File: src/sv/jipa_pkg.sv
// shared constants, codes and types of the jet image pixel accumulator
package jipa_pkg;

    // field widths
    localparam int PT_W    = 20;
    localparam int COORD_W = 16;
    localparam int ADDR_W  = 16;
    localparam int SIDE_W  = 9;
    localparam int VALUE_W = 20;
    localparam int REQ_W   = 2;

    // defaults and fixed image limits
    localparam int SUM_WIDTH_DEF = 20;
    localparam int MAX_SIDE      = 256;
    localparam int MIN_SIDE      = 2;
    localparam logic [SIDE_W-1:0] SIDE_RESET = 9'd224;

    // fixed point: q4.12 coordinates
    localparam int FRAC_SHIFT = 16;
    localparam int Q_ONE      = 4096;
    localparam int Q_PI       = 12868;
    localparam int Q_TWO_PI   = 2 * Q_PI;
    localparam int IDX_SHIFT  = 13;

    localparam logic [31:0] VALUE_MAX = 32'h000F_FFFF;

    // request codes
    localparam logic [REQ_W-1:0] REQ_NEW_JET = 2'd0;
    localparam logic [REQ_W-1:0] REQ_DEPOSIT = 2'd1;
    localparam logic [REQ_W-1:0] REQ_READ    = 2'd2;

    // control from the sequencer to the pixel store
    typedef struct packed {
        logic              we;
        logic [ADDR_W-1:0] waddr;
        logic              re;
        logic [ADDR_W-1:0] raddr;
    } store_ctl_t;

endpackage

File: src/sv/jipa_div.sv
// iterative radix-2 divider for the momentum fraction pt * 2^16 / jet pt
module jipa_div #(
    parameter int SUM_WIDTH = jipa_pkg::SUM_WIDTH_DEF
) (
    input  logic                          clk,
    input  logic                          rst_n,
    input  logic                          start,
    input  logic [jipa_pkg::PT_W-1:0]     pt,
    input  logic [jipa_pkg::PT_W-1:0]     ref_pt,
    output logic                          busy,
    output logic [SUM_WIDTH-1:0]          quotient
);

    localparam int DVD_W = jipa_pkg::PT_W + jipa_pkg::FRAC_SHIFT;
    localparam int CNT_W = $clog2(SUM_WIDTH + 1);
    localparam int PT_W  = jipa_pkg::PT_W;

    logic                  busy_reg, busy_next;
    logic [CNT_W-1:0]      cnt_reg, cnt_next;
    logic [PT_W-1:0]       rem_reg, rem_next;
    logic [SUM_WIDTH-1:0]  low_reg, low_next;
    logic [SUM_WIDTH-1:0]  quo_reg, quo_next;
    logic                  sat_reg, sat_next;

    logic [DVD_W-1:0]      dividend_w;
    logic [DVD_W-1:0]      high_w;
    logic                  sat_w;
    logic [PT_W:0]         trial_w;
    logic [PT_W:0]         diff_w;
    logic                  ge_w;

    // quotient of 2^SUM_WIDTH or more iff the part above the low bits reaches the divisor
    assign dividend_w = {pt, {jipa_pkg::FRAC_SHIFT{1'b0}}};
    assign high_w     = dividend_w >> SUM_WIDTH;
    assign sat_w      = (ref_pt == '0) || (high_w >= DVD_W'(ref_pt));

    assign trial_w = {rem_reg, low_reg[SUM_WIDTH-1]};
    assign diff_w  = trial_w - {1'b0, ref_pt};
    assign ge_w    = trial_w >= {1'b0, ref_pt};

    always_comb
    begin
        busy_next = busy_reg;
        cnt_next  = cnt_reg;
        rem_next  = rem_reg;
        low_next  = low_reg;
        quo_next  = quo_reg;
        sat_next  = sat_reg;
        if (start)
        begin
            busy_next = 1'b1;
            cnt_next  = CNT_W'(SUM_WIDTH);
            rem_next  = high_w[PT_W-1:0];
            low_next  = dividend_w[SUM_WIDTH-1:0];
            quo_next  = '0;
            sat_next  = sat_w;
        end
        else if (busy_reg)
        begin
            rem_next  = ge_w ? diff_w[PT_W-1:0] : trial_w[PT_W-1:0];
            low_next  = low_reg << 1;
            quo_next  = {quo_reg[SUM_WIDTH-2:0], ge_w};
            cnt_next  = cnt_reg - CNT_W'(1);
            busy_next = (cnt_reg != CNT_W'(1));
        end
    end

    always_ff @(posedge clk or negedge rst_n)
    begin
        if (!rst_n)
        begin
            busy_reg <= 1'b0;
            cnt_reg  <= '0;
        end
        else
        begin
            busy_reg <= busy_next;
            cnt_reg  <= cnt_next;
        end
    end

    always_ff @(posedge clk)
    begin
        rem_reg <= rem_next;
        low_reg <= low_next;
        quo_reg <= quo_next;
        sat_reg <= sat_next;
    end

    assign busy     = busy_reg;
    assign quotient = sat_reg ? {SUM_WIDTH{1'b1}} : quo_reg;

endmodule

File: config.mk
export PLATFORM = sky130hd
export DESIGN_NAME = jipa_div
export DESIGN_NICKNAME = d
export VERILOG_FILES = /design/src/sv/jipa_pkg.sv /design/src/sv/jipa_div.sv
export SDC_FILE = /design/constraint.sdc
export NUM_CORES = 1
export LEC_CHECK = 0
export BUFFER_PORTS_ARGS = -buffer_cell sky130_fd_sc_hd__buf_4
export CELL_PAD_IN_SITES_DETAIL_PLACEMENT = 0
export CELL_PAD_IN_SITES_GLOBAL_PLACEMENT = 1
export CORE_MARGIN = 1.5
export CORE_UTILIZATION = 43
export CTS_CLUSTER_SIZE = 16
export DETAILED_ROUTE_END_ITERATION = 10
export HOLD_SLACK_MARGIN = 0.03
export PLACE_DENSITY_LB_ADDON = 0.25
export SETUP_SLACK_MARGIN = 0.4
export SKIP_LAST_GASP = 1
export SLEW_MARGIN = 5
export SYNTH_ARGS = -nofsm -noshare
export SYNTH_HDL_FRONTEND = slang
export SYNTH_SLANG_ARGS = --single-unit
File: constraint.sdc
create_clock -name clk -period 5 [get_ports clk]
set_clock_uncertainty 0.15 [all_clocks]
set_input_delay 0.5 -clock clk [delete_from_list [all_inputs] [get_ports clk]]
set_output_delay 0.5 -clock clk [all_outputs]
set_load 0.03 [all_outputs]
# Word-level counts from Yosys, hierarchy flattened
# Cells that the tools add are included.
[totals]
wordCells = 25
regBits = 51
[classes]
n_lt_le_gt_ge = 2
eq_ne = 1
mux = 10
reduce_logical = 3
add_sub_neg = 2
[op_table]
columns = ["cell", "count"]
rows = [
  ["20-bit two-way mux", 4],
  ["16-bit two-way mux", 2],
  ["21-bit by 20-bit >= comparator with 1-bit output", 1],
  ["16-bit by 20-bit >= comparator with 1-bit output", 1],
  ["20-bit zero test", 1],
  ["20-bit subtractor", 1],
  ["5-bit two-way mux", 2],
  ["5-bit by 1-bit != test with 1-bit output (second input constant)", 1],
  ["5-bit by 1-bit subtractor with 5-bit output (second input constant)", 1],
  ["1-bit two-way mux", 2],
  ["2-bit nonzero test", 1],
  ["1-bit logical OR", 1],
]

# Logic depth before layout (Yosys ltp)
[logic_depth]
ltp_word = 4
ltp_mapped = 11
mapped_depth_nobuf = 11

# Worst setup path after synthesis
# Ideal clock, no wire load.
[synth_path]
kind = "input -> register"
start = "in ref_pt[6] (netlist bit)"
end = "reg rem_reg[9] (data pin)"
slack_ps = 1309
t_arrival_ps = 3281
path_buffers = 0
stages = 10
required_ps = 4590
cell_sequence = "inv_1 -> ha_1 -> a21o_1 -> a31o_1 -> a2111o_1 -> o2111ai_2 -> a311oi_1 -> a2111oi_4 -> mux2_2 -> mux2_2"
[synth_between]
elab_chain_len = 4
word_cells_on_any_way = 5
classes_between = "add/sub: 1; order compare: 1; mux: 3"
[synth_lines]
columns = ["item", "line", "text"]
rows = [
  ["start: declaration", "jipa_div.sv:9", "input logic [jipa_pkg::PT_W-1:0] ref_pt,"],
  ["20-bit subtractor / 21-bit by 20-bit >= comparator with 1-bit output (equally long branches)", "jipa_div.sv:38, jipa_div.sv:39", ""],
  ["20-bit two-way mux *", "jipa_div.sv:60", "rem_next = ge_w ? diff_w[PT_W-1:0] : trial_w[PT_W-1:0];"],
  ["16-bit two-way mux *", "jipa_div.sv:58", "else if (busy_reg)"],
  ["16-bit two-way mux *", "jipa_div.sv:49", "if (start)"],
  ["named net rem_next[9]", "jipa_div.sv:20", "logic [PT_W-1:0] rem_reg, rem_next;"],
  ["end signal: assignment", "jipa_div.sv:84", "rem_reg <= rem_next;"],
  ["end: declaration", "jipa_div.sv:20", ""],
]
# Mark *: on every way through the listed nets, which the timed path passes. The rest lies on a longest branch. The select of a mux whose other input is x is not followed.
# A chain may end at the register's enable or synchronous reset.

# Worst setup path after layout
[layout_path]
start = "reg rem_reg[7]"
end = "reg rem_reg[1] (data pin)"
[layout_between]
elab_chain_len = 4
[layout_lines]
columns = ["item", "line", "text"]
rows = [
  ["21-bit by 20-bit >= comparator with 1-bit output", "jipa_div.sv:39", "assign ge_w = trial_w >= {1'b0, ref_pt};"],
  ["20-bit two-way mux", "jipa_div.sv:60", ""],
  ["16-bit two-way mux", "jipa_div.sv:58", ""],
  ["16-bit two-way mux", "jipa_div.sv:49", ""],
  ["named net rem_next[1]", "jipa_div.sv:20", ""],
]
# The timed path passes the listed nets, and every way through them passes these cells. The select of a mux whose other input is x is not followed.

==> results.json <==
{
  "status": "completed",
  "ant_nets": 0,
  "cellLeakagePower_nw": 2.15,
  "ir_worst_vdd_uv": 135,
  "relSlewSlack": 0.516,
  "clk-insertion-delay-late_ns": 0.32,
  "drv_cap": 0,
  "clk_path_buf_depth": 2,
  "drt_wl_total_um": 9200,
  "grt_pass1_wl_um": 15300,
  "rsz0062_at_grt": "no",
  "layout_common_cells": "65 x buf_4, 38 x ha_1, 36 x nor2_1",
  "end_kind": "flop",
  "ys_seq_elements": 51,
  "antenna_found_initial": 0,
  "dr.pass1.iters": 5,
  "regArea_um2": 1260,
  "post-cts-setup-buffers": 0,
  "yosys_most_used_dff": "dfxtp_1",
  "period_minus_slack_ns": 3.70,
  "synthArstFlopShare": 0.118,
  "diodes": 0,
  "grt_use_total": 0.199,
  "pre_cts_ws_ns": 1.11,
  "nets": 551,
  "yosysSeqAreaShare": 0.331,
  "critPathKind": "flop to flop",
  "drive_gt1_frac": 0.223,
  "cts_made_buffers": 5,
  "cts_max_level": 2,
  "dieArea_um2": 9430,
  "fmax_mhz": 270,
  "detail_route.wl_per_cell_um": 15.9,
  "dp_hpwl_um": 6930,
  "netlist_area_um2": 3810,
  "p_total_mw": 1.94,
  "synth.distinct_cells": 57,
  "crit_start": "rem_reg[7]",
  "coreArea_um2": 8640,
  "multiInputGateArea_um2": 2350,
  "drc": 0,
  "die_h_um": 97.1,
  "clock-sinks": 51,
  "synth_area_per_cell_um2": 9.17,
  "vias_per_cell": 5.51,
  "worstHoldPathType": "primary input to flop",
  "clkTransAtPathRegs_ns": 0.11,
  "crit_path_start_kind": "flop",
  "initial_core_util": 0.441,
  "synth_edf_count": 21,
  "fillerInstances": 844,
  "critPathMaxFanout": 36,
  "via_count": 3187,
  "tightest_slew_ns": 0.727,
  "area_delta_synth_final_pct": 16.9,
  "setup_viol": 0,
  "setup_slack_ns": 1.30,
  "required_ns": 4.94,
  "gp_congestion": 0.891,
  "die_w_um": 97.1,
  "period_share": 0.739,
  "hold_violations": 0,
  "cts_tree": "done",
  "grt_max_degree": 80,
  "power.density_nw_per_um2": 437,
  "r2r-start": "rem_reg[7]",
  "ios": 64,
  "synth_warnings": 0,
  "worstHoldStart": "pt[0]",
  "grt_overflow": 0,
  "portBuffers": 63,
  "cp.arrival_ns": 3.63,
  "syn_nets": 497,
  "layout_commonest_cell": "buf_4",
  "drv_slew": 0,
  "fin_tns_setup_ns": 0,
  "grt_pass1_vias": 3114,
  "placementRows": 34,
  "first_iter_violations": 106,
  "reg2reg_slack_ns": 1.30,
  "synth_cells": 415,
  "root_buffer": "clkbuf_8"
}
## timing repair
| item | in CTS | in global routing |
|---|---|---|
| endpoints found under the hold margin | 6 | 0 |
| resized for setup | 0 | 0 |
| hold buffers | 1 | 0 |
## cell usage after synthesis (all sizes together), types with 2 or more instances
library cell | number | area (um2)
ha | 38 | 475
dfrtp | 6 | 150
nor3 | 8 | 40.0
nand2b | 5 | 31.3
nor2b | 2 | 12.5
nand2 | 27 | 101
o41ai | 2 | 17.5
xor2 | 11 | 96.3
nand4 | 3 | 18.8
a22oi | 2 | 15.0
o211ai | 2 | 15.0
inv | 30 | 113
nor4b | 2 | 17.5
o31a | 2 | 17.5
a211oi | 5 | 37.5
a211o | 2 | 17.5
o311ai | 10 | 87.6
o21bai | 2 | 15.0
mux2i | 22 | 220
nor3b | 3 | 22.5
and2 | 3 | 18.8
edfxtp | 21 | 631
a21o | 14 | 105
and3 | 2 | 12.5
buf | 4 | 31.3
nor4 | 9 | 56.3
a21oi | 16 | 80.1
a41oi | 2 | 17.5
nand3 | 3 | 15.0
dfxtp | 24 | 480
or2 | 23 | 144
clkbuf | 15 | 56.3
xnor2 | 7 | 61.3
o2111ai | 2 | 23.8
o21ai | 9 | 45.0
nor2 | 36 | 135
a31oi | 3 | 18.8
o21a | 3 | 22.5
mux2 | 6 | 67.6
a221oi | 2 | 17.5
a311oi | 2 | 17.5
nand3b | 13 | 97.6
## power breakdown
part / leakage [nW] / switching, mW / total [mW] / internal, mW
Combinational: 1.61 / 0.590 / 1.05 / 0.465
Clock: 0.0502 / 0.163 / 0.267 / 0.104
Sequential: 0.489 / 0.0718 / 0.622 / 0.550
## worst max-delay path: stages (launching register included)
cell and delay (ns):
edfxtp_1 0.43, ha_1 0.38, a21o_1 0.24, a31o_1 0.23
a2111o_1 0.45, o2111ai_2 0.21, a311oi_1 0.16, a2111oi_4 0.37
buf_4 0.41, mux2i_1 0.14, mux2_2 0.27
## cells by family (layout without fill, tap and decap cells)
logic type | count (synthesis) | count (layout) | synth area share
simple gates | 144 | 144 | 0.200
compound gates | 86 | 86 | 0.169
flops | 51 | 51 | 0.331
buf+inv | 49 | 104 | 0.0526
fa+ha+maj | 39 | 39 | 0.130
mux | 28 | 28 | 0.0756
xor+xnor | 18 | 18 | 0.0414
## area by class of cell
cell class / instances / area share
Multi-Input combinational cell: 315 / 0.527
Sequential cell: 51 / 0.283
Timing Repair Buffer: 66 / 0.112
Tap cell: 108 / 0.0304
Inverter: 30 / 0.0253
Clock buffer: 5 / 0.0155
Clock inverter: 3 / 0.00647
## metal layers
layer  wire (um)  up-vias  share of wire  GRT usage
met5           0        -              0          0
met4         182        0          0.020     0.0769
met3         414       14          0.045     0.0259
met2        4090       74           0.44      0.310
met1        4510     1476           0.49      0.281
li1            -     1623              -          -
## path summary, 6_finish.rpt
check / to / depth (start not counted)
max in group asynchronous: cnt_reg[3] / 2
worst min-delay path: low_reg[16] / 2
worst max-delay path: rem_reg[1] / 10
worst min register to register: quo_reg[19] / 2
worst max register to register: rem_reg[1] / 10
min in group asynchronous: cnt_reg[2] / 2
## through the flow
stage	utilization	cell area, um2	hold WS (ns)	std cells
global placement	0.503	4340	0.161	569
CTS	0.515	4450	0.291	578
floorplan	-	3810	0.0544	415
finish	0.515	4450	0.312	578
detailed placement	0.503	4340	0.163	569
global route	0.515	4450	0.317	578
Power figures use the tool's default switching activity.
